**config.mk**
```make
export PLATFORM = sky130hd
export DESIGN_NAME = hex_line_draw_core_flat
export DESIGN_NICKNAME = d
export VERILOG_FILES = /design/src/sv/hld_pkg.sv /design/src/sv/hld_line_if.sv /design/src/sv/hld_cell_if.sv /design/src/sv/hld_front.sv /design/src/sv/hld_queue.sv /design/src/sv/hld_back.sv /design/src/sv/hex_line_draw_core.sv /design/src/flat_wrapper.sv
export SDC_FILE = /design/constraint.sdc
export NUM_CORES = 1
export LEC_CHECK = 0
export BUFFER_PORTS_ARGS = -buffer_cell sky130_fd_sc_hd__buf_4
export CAP_MARGIN = 20
export CORE_MARGIN = 1
export CORE_UTILIZATION = 39
export CTS_CLUSTER_DIAMETER = 120
export DETAILED_ROUTE_END_ITERATION = 6
export SLEW_MARGIN = 20
export SYNTH_ARGS = -nofsm -noshare
export SYNTH_HDL_FRONTEND = slang
export SYNTH_SLANG_ARGS = --single-unit
```
**constraint.sdc**
```tcl
create_clock -name clk -period 13.88 [get_ports clk]
set_input_delay 1.388 -clock clk [delete_from_list [all_inputs] [get_ports clk]]
set_output_delay 1.388 -clock clk [all_outputs]
set_load 0.05 [all_outputs]
```
**src/sv/hld_pkg.sv**
```systemverilog
// ----------------------------------------------------------------------------
// hld_pkg: shared definitions of the hex line drawing block
// Widths, defaults, the step plan passed from front to back, and the
// rounding helpers used by the back end stepper.
// ----------------------------------------------------------------------------
`default_nettype none

package hld_pkg;

	localparam int HLD_COORD_BITS = 16;
	localparam int HLD_MAX_STEPS  = 63;
	localparam int QUEUE_DEPTH    = 2;

	// Step counter width; a line never has more than 63 steps.
	localparam int STEP_BITS = 6;
	// A per-line delta is at most the step count in magnitude.
	localparam int DLT_BITS  = STEP_BITS + 1;
	// Scaled rounding error (twice the error) and the tie-break key.
	localparam int ERR_BITS  = STEP_BITS + 2;
	localparam int KEY_BITS  = STEP_BITS + 4;
	// Remainder update range: rem plus or minus twice a delta.
	localparam int ACC_BITS  = STEP_BITS + 4;

	typedef struct packed {
		logic signed [DLT_BITS-1:0] dq;
		logic signed [DLT_BITS-1:0] dr;
		logic signed [DLT_BITS-1:0] ds;
		logic        [STEP_BITS-1:0] n;
		logic                        far;
	} step_plan_t;

	typedef struct packed {
		logic signed [DLT_BITS-1:0] v;
		logic        [DLT_BITS-1:0] rem;
	} rnd_state_t;

	// Key of a component rounded with an upward nudge; e is twice the error.
	function automatic logic [KEY_BITS-1:0] key_up(input logic signed [ERR_BITS-1:0] e);
		logic signed [KEY_BITS-1:0] x4;
		x4 = KEY_BITS'(e) <<< 2;
		return (e > 0) ? $unsigned(x4 - KEY_BITS'(1)) : $unsigned(KEY_BITS'(1) - x4);
	endfunction

	// Key of the component rounded with the doubled downward nudge.
	function automatic logic [KEY_BITS-1:0] key_dn(input logic signed [ERR_BITS-1:0] f);
		logic signed [KEY_BITS-1:0] x4;
		x4 = KEY_BITS'(f) <<< 2;
		return (f < 0) ? $unsigned(-x4 - KEY_BITS'(2)) : $unsigned(x4 + KEY_BITS'(2));
	endfunction

	// Moves a running quotient and remainder over 2*den by one step of 2*d.
	// The step never exceeds the divisor, so one correction is enough.
	function automatic rnd_state_t rnd_advance(input rnd_state_t st,
	                                           input logic signed [DLT_BITS-1:0] d,
	                                           input logic [DLT_BITS-1:0] den2);
		logic signed [ACC_BITS-1:0] acc;
		logic signed [ACC_BITS-1:0] lim;
		rnd_state_t nx;
		acc = $signed({{(ACC_BITS-DLT_BITS){1'b0}}, st.rem}) + (ACC_BITS'(d) <<< 1);
		lim = $signed({{(ACC_BITS-DLT_BITS){1'b0}}, den2});
		nx = st;
		if (acc < 0) begin
			nx.rem = DLT_BITS'(acc + lim);
			nx.v   = st.v - DLT_BITS'(1);
		end else if (acc >= lim) begin
			nx.rem = DLT_BITS'(acc - lim);
			nx.v   = st.v + DLT_BITS'(1);
		end else begin
			nx.rem = DLT_BITS'(acc);
		end
		return nx;
	endfunction

endpackage

`default_nettype wire

```
**src/sv/hld_line_if.sv**
```systemverilog
// ----------------------------------------------------------------------------
// hld_line_if: line request channel
// One beat carries the start and end cells of a line in cube coordinates.
// ----------------------------------------------------------------------------
`default_nettype none

interface hld_line_if #(
	parameter int CW = hld_pkg::HLD_COORD_BITS
);
	logic                 valid;
	logic                 ready;
	logic signed [CW-1:0] start_q;
	logic signed [CW-1:0] start_r;
	logic signed [CW-1:0] end_q;
	logic signed [CW-1:0] end_r;

	modport source (output valid, output start_q, output start_r,
	                output end_q, output end_r, input ready);
	modport sink   (input valid, input start_q, input start_r,
	                input end_q, input end_r, output ready);
endinterface

`default_nettype wire

```
**src/sv/hld_cell_if.sv**
```systemverilog
// ----------------------------------------------------------------------------
// hld_cell_if: line cell channel
// One beat carries one cell of a drawn line and its end and range flags.
// ----------------------------------------------------------------------------
`default_nettype none

interface hld_cell_if #(
	parameter int CW = hld_pkg::HLD_COORD_BITS
);
	logic                 valid;
	logic                 ready;
	logic signed [CW-1:0] cell_q;
	logic signed [CW-1:0] cell_r;
	logic signed [CW:0]   cell_s;
	logic                 last_cell;
	logic                 too_far;

	modport source (output valid, output cell_q, output cell_r, output cell_s,
	                output last_cell, output too_far, input ready);
	modport sink   (input valid, input cell_q, input cell_r, input cell_s,
	                input last_cell, input too_far, output ready);
endinterface

`default_nettype wire

```
**src/sv/hld_front.sv**
```systemverilog
// ----------------------------------------------------------------------------
// hld_front: request classifier
// Computes the deltas and the hex distance of a request and decides whether
// the line can be drawn or is reported as out of range.
// ----------------------------------------------------------------------------
`default_nettype none

module hld_front #(
	parameter int CW        = hld_pkg::HLD_COORD_BITS,
	parameter int MAX_STEPS = hld_pkg::HLD_MAX_STEPS
) (
	hld_line_if.sink             line,
	output logic                 push_valid,
	input  logic                 push_ready,
	output logic signed [CW-1:0] push_org_q,
	output logic signed [CW-1:0] push_org_r,
	output hld_pkg::step_plan_t  push_plan
);
	import hld_pkg::*;

	localparam int NW = CW + 2;

	logic signed [CW:0]   dq;
	logic signed [CW:0]   dr;
	logic signed [CW+1:0] ds;
	logic        [CW:0]   abs_q;
	logic        [CW:0]   abs_r;
	logic        [CW+1:0] abs_s;
	logic        [CW+2:0] sum;
	logic        [NW-1:0] hex_dist;
	logic                 far;

	always_comb begin
		dq       = (CW+1)'(line.end_q) - (CW+1)'(line.start_q);
		dr       = (CW+1)'(line.end_r) - (CW+1)'(line.start_r);
		ds       = -(CW+2)'(dq) - (CW+2)'(dr);
		abs_q    = $unsigned(dq < 0 ? -dq : dq);
		abs_r    = $unsigned(dr < 0 ? -dr : dr);
		abs_s    = $unsigned(ds < 0 ? -ds : ds);
		sum      = (CW+3)'(abs_q) + (CW+3)'(abs_r) + (CW+3)'(abs_s);
		hex_dist = NW'(sum >> 1);
		far      = hex_dist > NW'(MAX_STEPS);
	end

	// A line out of range is handed on as a single-cell line at the start.
	always_comb begin
		push_plan.far = far;
		push_plan.n   = far ? '0 : STEP_BITS'(hex_dist);
		push_plan.dq  = far ? '0 : DLT_BITS'(dq);
		push_plan.dr  = far ? '0 : DLT_BITS'(dr);
		push_plan.ds  = far ? '0 : DLT_BITS'(ds);
	end

	assign push_org_q = line.start_q;
	assign push_org_r = line.start_r;
	assign push_valid = line.valid;
	assign line.ready = push_ready;

endmodule

`default_nettype wire

```
**src/sv/hld_queue.sv**
```systemverilog
// ----------------------------------------------------------------------------
// hld_queue: plan queue
// Short first-in first-out buffer between the classifier and the stepper.
// ----------------------------------------------------------------------------
`default_nettype none

module hld_queue #(
	parameter int DATA_BITS = 8,
	parameter int DEPTH     = hld_pkg::QUEUE_DEPTH
) (
	input  logic                 clk,
	input  logic                 arst_n,
	input  logic                 push_valid,
	output logic                 push_ready,
	input  logic [DATA_BITS-1:0] push_data,
	output logic                 pop_valid,
	input  logic                 pop_ready,
	output logic [DATA_BITS-1:0] pop_data
);
	localparam int PW = (DEPTH > 1) ? $clog2(DEPTH) : 1;
	localparam int CNW = $clog2(DEPTH + 1);

	logic [DATA_BITS-1:0] mem_q [DEPTH];
	logic [PW-1:0]        wr_ptr_q;
	logic [PW-1:0]        rd_ptr_q;
	logic [CNW-1:0]       cnt_q;
	logic                 do_push;
	logic                 do_pop;

	assign push_ready = cnt_q < CNW'(DEPTH);
	assign pop_valid  = cnt_q != '0;
	assign do_push    = push_valid && push_ready;
	assign do_pop     = pop_valid && pop_ready;
	assign pop_data   = mem_q[rd_ptr_q];

	always_ff @(posedge clk or negedge arst_n) begin
		if (!arst_n) begin
			wr_ptr_q <= '0;
			rd_ptr_q <= '0;
			cnt_q    <= '0;
		end else begin
			if (do_push) begin
				wr_ptr_q <= (wr_ptr_q == PW'(DEPTH - 1)) ? '0 : wr_ptr_q + PW'(1);
			end
			if (do_pop) begin
				rd_ptr_q <= (rd_ptr_q == PW'(DEPTH - 1)) ? '0 : rd_ptr_q + PW'(1);
			end
			if (do_push && !do_pop) begin
				cnt_q <= cnt_q + CNW'(1);
			end else if (do_pop && !do_push) begin
				cnt_q <= cnt_q - CNW'(1);
			end
		end
	end

	always_ff @(posedge clk) begin
		if (do_push) begin
			mem_q[wr_ptr_q] <= push_data;
		end
	end

endmodule

`default_nettype wire

```
**src/sv/hld_back.sv**
```systemverilog
// ----------------------------------------------------------------------------
// hld_back: line stepper
// Walks one line a cell per cycle unless the receiver stalls, keeping each
// coordinate's quotient and remainder over the distance, and drives the
// registered cell output.
`default_nettype none

module hld_back #(
	parameter int CW = hld_pkg::HLD_COORD_BITS
) (
	input  logic                 clk,
	input  logic                 arst_n,
	input  logic                 pop_valid,
	output logic                 pop_ready,
	input  logic signed [CW-1:0] pop_org_q,
	input  logic signed [CW-1:0] pop_org_r,
	input  hld_pkg::step_plan_t  pop_plan,
	hld_cell_if.source           cells
);
	import hld_pkg::*;

	localparam int FW = CW + 2;

	logic                 active_q;
	logic                 out_valid_q;
	logic [STEP_BITS-1:0] idx_q;
	step_plan_t           plan_q;
	logic signed [CW-1:0] org_q_q;
	logic signed [CW-1:0] org_r_q;
	rnd_state_t           rq_q;
	rnd_state_t           rr_q;
	rnd_state_t           rs_q;   // tracks the negated s offset

	logic signed [CW-1:0] cq_q;
	logic signed [CW-1:0] cr_q;
	logic signed [CW:0]   cs_q;
	logic                 last_q;
	logic                 far_q;

	logic [STEP_BITS-1:0] den;
	logic [DLT_BITS-1:0]  den2;
	logic                 take;
	logic                 fire;
	logic                 is_last;
	logic signed [FW-1:0] base_q;
	logic signed [FW-1:0] base_r;
	logic signed [FW-1:0] qi;
	logic signed [FW-1:0] ri;
	logic signed [FW-1:0] si;
	logic signed [FW-1:0] qf;
	logic signed [FW-1:0] rf;
	logic signed [FW-1:0] sf;
	logic signed [ERR_BITS-1:0] eq;
	logic signed [ERR_BITS-1:0] er;
	logic signed [ERR_BITS-1:0] es;
	logic [KEY_BITS-1:0] kq;
	logic [KEY_BITS-1:0] kr;
	logic [KEY_BITS-1:0] ks;
	logic                fix_q;
	logic                fix_r;

	assign den     = (plan_q.n == '0) ? STEP_BITS'(1) : plan_q.n;
	assign den2    = {den, 1'b0};
	assign take    = pop_valid && !active_q;
	assign fire    = active_q && (!out_valid_q || cells.ready);
	assign is_last = idx_q == plan_q.n;
	assign pop_ready = !active_q;

	always_comb begin
		base_q = FW'(org_q_q);
		base_r = FW'(org_r_q);
		qi = base_q + FW'(rq_q.v);
		ri = base_r + FW'(rr_q.v);
		si = -base_q - base_r - FW'(rs_q.v);
		// Twice the rounding error of each component.
		eq = $signed({2'b00, den}) - $signed({1'b0, rq_q.rem});
		er = $signed({2'b00, den}) - $signed({1'b0, rr_q.rem});
		es = $signed({1'b0, rs_q.rem}) - $signed({2'b00, den});
		kq = key_up(eq);
		kr = key_up(er);
		ks = key_dn(es);
		fix_q = (kq > kr) && (kq > ks);
		fix_r = !fix_q && (kr > ks);
		qf = fix_q ? -ri - si : qi;
		rf = fix_r ? -qi - si : ri;
		sf = -qf - rf;
	end

	always_ff @(posedge clk or negedge arst_n) begin
		if (!arst_n) begin
			active_q    <= 1'b0;
			out_valid_q <= 1'b0;
		end else begin
			if (fire) begin
				out_valid_q <= 1'b1;
			end else if (cells.ready) begin
				out_valid_q <= 1'b0;
			end
			if (take) begin
				active_q <= 1'b1;
			end else if (fire && is_last) begin
				active_q <= 1'b0;
			end
		end
	end

	always_ff @(posedge clk) begin
		if (take) begin
			plan_q  <= pop_plan;
			org_q_q <= pop_org_q;
			org_r_q <= pop_org_r;
			idx_q   <= '0;
			// At the start cell each remainder equals the distance.
			rq_q <= '{v: '0, rem: DLT_BITS'(pop_plan.n == '0 ? STEP_BITS'(1) : pop_plan.n)};
			rr_q <= '{v: '0, rem: DLT_BITS'(pop_plan.n == '0 ? STEP_BITS'(1) : pop_plan.n)};
			rs_q <= '{v: '0, rem: DLT_BITS'(pop_plan.n == '0 ? STEP_BITS'(1) : pop_plan.n)};
		end else if (fire && !is_last) begin
			idx_q <= idx_q + STEP_BITS'(1);
			rq_q  <= rnd_advance(rq_q, plan_q.dq, den2);
			rr_q  <= rnd_advance(rr_q, plan_q.dr, den2);
			rs_q  <= rnd_advance(rs_q, -plan_q.ds, den2);
		end
		if (fire) begin
			cq_q   <= CW'(qf);
			cr_q   <= CW'(rf);
			cs_q   <= (CW+1)'(sf);
			last_q <= is_last;
			far_q  <= plan_q.far;
		end
	end

	assign cells.valid     = out_valid_q;
	assign cells.cell_q    = cq_q;
	assign cells.cell_r    = cr_q;
	assign cells.cell_s    = cs_q;
	assign cells.last_cell = last_q;
	assign cells.too_far   = far_q;

endmodule

`default_nettype wire

```
**src/sv/hex_line_draw_core.sv**
```systemverilog
// ----------------------------------------------------------------------------
// hex_line_draw_core: hex grid line drawing in cube coordinates
// Turns a start and end cell into the run of cells on the line between them.
// ----------------------------------------------------------------------------
// Usage:
// The line channel takes one beat per request: start_q, start_r, end_q and
// end_r, two's complement; the s coordinate is implied as -q-r. The cells
// channel then delivers N+1 beats, N being the hex distance, from the start
// cell to the end cell, with last_cell set on the final one. A request whose
// distance exceeds MAX_STEPS yields a single beat holding the start cell with
// last_cell and too_far both set.
// A request beat is written to the queue and, once the stepper is free,
// loaded into the stepper; each cell is then registered in the output
// register. A line occupies the stepper from its load until its last cell
// is registered, one cell per cycle unless the receiver stalls. Requests
// are classified on arrival and wait in a two-entry queue, so up to two
// further requests are taken while a line is being drawn.
// If the receiver stalls, the current cell holds in the output register and
// stepping pauses. Reset empties the queue and the output register; the
// block is then idle and ready for a request.
// ----------------------------------------------------------------------------
`default_nettype none

module hex_line_draw_core #(
	parameter int COORD_BITS = hld_pkg::HLD_COORD_BITS,
	parameter int MAX_STEPS  = hld_pkg::HLD_MAX_STEPS
) (
	input  logic       clk,
	input  logic       arst_n,
	hld_line_if.sink   line,
	hld_cell_if.source cells
);
	import hld_pkg::*;

	localparam int QW = 2 * COORD_BITS + $bits(step_plan_t);

	// Classified request on its way into the queue.
	logic                         f_valid;
	logic                         f_ready;
	logic signed [COORD_BITS-1:0] f_org_q;
	logic signed [COORD_BITS-1:0] f_org_r;
	step_plan_t                   f_plan;

	// Head of the queue as seen by the stepper.
	logic                         q_valid;
	logic                         q_ready;
	logic [QW-1:0]                q_data;
	logic signed [COORD_BITS-1:0] b_org_q;
	logic signed [COORD_BITS-1:0] b_org_r;
	step_plan_t                   b_plan;

	hld_front #(
		.CW        (COORD_BITS),
		.MAX_STEPS (MAX_STEPS)
	) u_front (
		.line       (line),
		.push_valid (f_valid),
		.push_ready (f_ready),
		.push_org_q (f_org_q),
		.push_org_r (f_org_r),
		.push_plan  (f_plan)
	);

	hld_queue #(
		.DATA_BITS (QW),
		.DEPTH     (QUEUE_DEPTH)
	) u_queue (
		.clk        (clk),
		.arst_n     (arst_n),
		.push_valid (f_valid),
		.push_ready (f_ready),
		.push_data  ({f_org_q, f_org_r, f_plan}),
		.pop_valid  (q_valid),
		.pop_ready  (q_ready),
		.pop_data   (q_data)
	);

	assign {b_org_q, b_org_r, b_plan} = q_data;

	hld_back #(
		.CW (COORD_BITS)
	) u_back (
		.clk       (clk),
		.arst_n    (arst_n),
		.pop_valid (q_valid),
		.pop_ready (q_ready),
		.pop_org_q (b_org_q),
		.pop_org_r (b_org_r),
		.pop_plan  (b_plan),
		.cells     (cells)
	);

	// Expected s of the cell on the output, for the consistency check below.
	logic signed [COORD_BITS:0] chk_s;
	assign chk_s = -(COORD_BITS+1)'(cells.cell_q) - (COORD_BITS+1)'(cells.cell_r);

`ifndef SYNTHESIS
	// An out-of-range result always closes its line.
	a_far_is_last: assert property (@(posedge clk) disable iff (!arst_n)
		cells.valid |-> (!cells.too_far || cells.last_cell))
		else $error("too_far result without last_cell");

	// Every emitted cell lies on the cube plane q + r + s = 0.
	a_cube_plane: assert property (@(posedge clk) disable iff (!arst_n)
		cells.valid |-> (cells.cell_s == chk_s))
		else $error("cell_s does not match -q-r");

	// Once a plan leaves the queue the stepper is busy in the following cycle.
	a_busy_after_take: assert property (@(posedge clk) disable iff (!arst_n)
		(q_valid && q_ready) |=> !q_ready)
		else $error("stepper took a plan while still drawing");

	// A request is refused only while the queue holds a waiting plan.
	a_refuse_when_full: assert property (@(posedge clk) disable iff (!arst_n)
		!line.ready |-> q_valid)
		else $error("request refused with an empty queue");
`endif

endmodule

`default_nettype wire

```
**src/flat_wrapper.sv**
```systemverilog
// flat-port wrapper written by rule: the top's interface ports become plain ports
module hex_line_draw_core_flat import hld_pkg::*;
#(
	parameter int COORD_BITS = hld_pkg::HLD_COORD_BITS,
	parameter int MAX_STEPS  = hld_pkg::HLD_MAX_STEPS
)
  (clk, arst_n, line_valid, line_start_q, line_start_r, line_end_q, line_end_r, line_ready, cells_valid, cells_cell_q, cells_cell_r, cells_cell_s, cells_last_cell, cells_too_far, cells_ready);
  hld_line_if line_i ();
  hld_cell_if cells_i ();
  input  logic clk;
  input  logic arst_n;
  input wire logic [$bits(line_i.valid)-1:0] line_valid;
  input wire logic [$bits(line_i.start_q)-1:0] line_start_q;
  input wire logic [$bits(line_i.start_r)-1:0] line_start_r;
  input wire logic [$bits(line_i.end_q)-1:0] line_end_q;
  input wire logic [$bits(line_i.end_r)-1:0] line_end_r;
  output wire logic [$bits(line_i.ready)-1:0] line_ready;
  output wire logic [$bits(cells_i.valid)-1:0] cells_valid;
  output wire logic [$bits(cells_i.cell_q)-1:0] cells_cell_q;
  output wire logic [$bits(cells_i.cell_r)-1:0] cells_cell_r;
  output wire logic [$bits(cells_i.cell_s)-1:0] cells_cell_s;
  output wire logic [$bits(cells_i.last_cell)-1:0] cells_last_cell;
  output wire logic [$bits(cells_i.too_far)-1:0] cells_too_far;
  input wire logic [$bits(cells_i.ready)-1:0] cells_ready;
  assign line_i.valid = line_valid;
  assign line_i.start_q = line_start_q;
  assign line_i.start_r = line_start_r;
  assign line_i.end_q = line_end_q;
  assign line_i.end_r = line_end_r;
  assign line_ready = line_i.ready;
  assign cells_valid = cells_i.valid;
  assign cells_cell_q = cells_i.cell_q;
  assign cells_cell_r = cells_i.cell_r;
  assign cells_cell_s = cells_i.cell_s;
  assign cells_last_cell = cells_i.last_cell;
  assign cells_too_far = cells_i.too_far;
  assign cells_i.ready = cells_ready;
  hex_line_draw_core #(.COORD_BITS(COORD_BITS), .MAX_STEPS(MAX_STEPS)) u_core (.clk(clk), .arst_n(arst_n), .line(line_i), .cells(cells_i));
endmodule
```
==> metrics.yaml <==
initial_core_util_pct: 39.6
vias_per_cell: 5.20
max_freq_ghz: 0.0911
die_y_um: 253
yosys.area_share.simple_pct: 10.8
io_buffers: 120
detail-route-antenna-nets: 0
post_cts_resized: 0
synth_xor_area_share_pct: 9.49
htreeDepth: 2
grt-ovfl-total: 0
worstSetupEndpointType: "flip-flop"
dr.pass1.iters: 5
vias: 18000
fin_tns_setup_ns: 0
yosysTopAreaCell: "edfxtp_1"
die_area_mm2: 0.0638
rows: 91
synthTopCellsByCount: "ha_1 (351), inv_1 (264), edfxtp_1 (250), nor2_1 (208), xnor2_1 (175)"
synth_edf_count: 250
syn_avg_cell_area_um2: 9.93
core-area_mm2: 0.0619
wl_per_cell_um: 16.9
area_delta_synth_final_pct: 12.3
yosysMostFrequentCell: "ha_1"
slowest_stage: "a21oi_4"
required_ns: 14.17
synth_mux_area_share_pct: 4.25
netlist_top_cells_area: "edfxtp_1 (31%), ha_1 (18%), xnor2_1 (6.3%), fa_1 (4.6%), inv_1 (4.0%)"
fin_crit_sh_pct: 79.1
status: "complete, no violations"
fin_crit_ns: 10.97
skew_ns: 0.0228
layout-drive-gt1-share_pct: 12.0
cts_buffers: 35
antenna_found_initial: 6
setup_viol: 0
grt_max_degree: 76
synth_cell_types: 86
syn_area_mm2: 0.0245
tightest_slew_ns: 1.07
grt_pass1_vias: 18000
grt_util_all_layers_pct: 18.4
dp_hpwl_mm: 46.8
synth.ff_latch_count: 283
grt_pass1_wl_mm: 93.1
cap_violations: 0
cts_hold_buf: 0
yosysTopAreaCellShare_pct: 30.6
tritoncts: "yes"
ys_dominant_reg_cell: "edfxtp_1"
die_w_um: 253
async_reset_ff_share_pct: 2.12
yosysSeqAreaShare_pct: 33.5
final_max_slew_viol_count: 0
cp.arrival_ns: 11.26
place.gp.congestion: 0.888
nets: 3072
synthCells: 2467
synth-compound-area-share_pct: 14.4
hold_path_class: "flip-flop to flip-flop"
ios: 121
cts_setup_buffers: 0
cp-start-kind: "flip-flop"
cts_root_buffer: "clkbuf_16"
hold_viol_final: 0
clk_latency_ns: 0.56
grt_setup_unrepaired: "no"
worstSetupPathType: "flip-flop to flip-flop"
synth_adder_area_share_pct: 22.5
synth_top_family_by_area: "adder cells"
crit_fanout: 42
clockBufferDepth: 3
drt_iter0_markers: 955
final_util_pct: 44.4
clkTransAtPathRegs_ns: 0.06
drt_wl_total_mm: 58.4
drc: 0
yosys_warnings: 0
cp_slowest_stage_delay_ns: 0.81
cts.sinks: 283
slew_headroom_pct: 26.9
## metal layers
metal / part of all wire [%] / track usage (%)
met3: 4.4 / 2.85
met2: 45 / 29.9
met1: 48 / 24.9
met4: 2.6 / 5.94
met5: 0 / 0
## stage by stage
stage	cell area, um^2	setup WS (ns)	hold slack, ns	cells
final	27500	2.91	0.486	3464
after CTS	27500	2.89	0.486	3461
after detailed placement	26300	3.01	0.478	3397
after global placement	26300	3.33	0.468	3397
after global routing	27500	1.92	0.514	3464
after floorplan	24500	5.05	0.400	2468
## cells in the final DEF (no fill, tap or decap), types with 77 or more instances in the layout
cell,synthesis,layout
ha_1,351,351
inv_1,264,262
edfxtp_1,250,250
nor2_1,208,208
xnor2_1,175,175
a21oi_1,173,173
buf_4,1,132
nand2_1,106,106
o21ai_0,95,94
xor2_1,86,86
a21o_1,77,77
## final timing paths
path / from / to / slack [ns] / depth (start not counted)
max in group asynchronous: arst_n / u_core.u_queue.rd_ptr_q / 13.08 / 1
worst min-delay path: u_core.u_back.rs_q[13] / u_core.u_back.rs_q[13] / 0.49 / 2
min in group asynchronous: arst_n / u_core.u_back.active_q / 0.64 / 1
worst max register to register: u_core.u_back.plan_q[2] / u_core.u_back.cells.cell_s[16] / 2.91 / 40
worst max-delay path: u_core.u_back.plan_q[2] / u_core.u_back.cells.cell_s[16] / 2.91 / 40
worst min register to register: u_core.u_back.rs_q[13] / u_core.u_back.rs_q[13] / 0.49 / 2
## state kept, by name, indices dropped and copies added, names as in the netlist, 6 cells and up
name	cells
u_core.u_queue.mem_q	120
u_core.u_back.plan_q	28
u_core.u_back.cells.cell_s	17
u_core.u_back.cells.cell_q	16
u_core.u_back.cells.cell_r	16
u_core.u_back.org_q_q	16
u_core.u_back.org_r_q	16
u_core.u_back.rq_q	14
u_core.u_back.rr_q	13
u_core.u_back.rs_q	13
u_core.u_back.idx_q	6
## worst max-delay path: cells and delay by family, from the launching register on
family | cells | cell delay [ns]
AO/OA/AOI/OAI | 14 | 4.54
XOR/XNOR | 4 | 0.92
AND/OR/NAND/NOR | 11 | 1.66
multiplexers | 1 | 0.45
adder cells (fa/ha/maj) | 5 | 1.34
buffers and inverters | 5 | 1.07
flip-flops | 1 | 0.69
## final cells by class
type / count / area [um^2]
clock inverter: 27 / 275
clock buffer: 37 / 883
timing repair buffer: 132 / 991
sequential: 283 / 8200
fill: 5923 / 34400
antenna: 3 / 7.51
multi-input combinational: 1870 / 15100
tap: 837 / 1050
inverter: 275 / 1030
## logic make-up (layout without fill, tap and decap cells)
family / Yosys count / count (layout)
buffers and inverters: 315 / 471
adder cells (fa/ha/maj): 407 / 407
other: 1 / 5
AO/OA/AOI/OAI: 549 / 549
XOR/XNOR: 263 / 263
AND/OR/NAND/NOR: 554 / 554
flip-flops: 283 / 283
multiplexers: 95 / 95
Power is left out: the tool's default activity adds up to more than one toggle a clock period on the data nets, which glitch-free logic cannot reach.
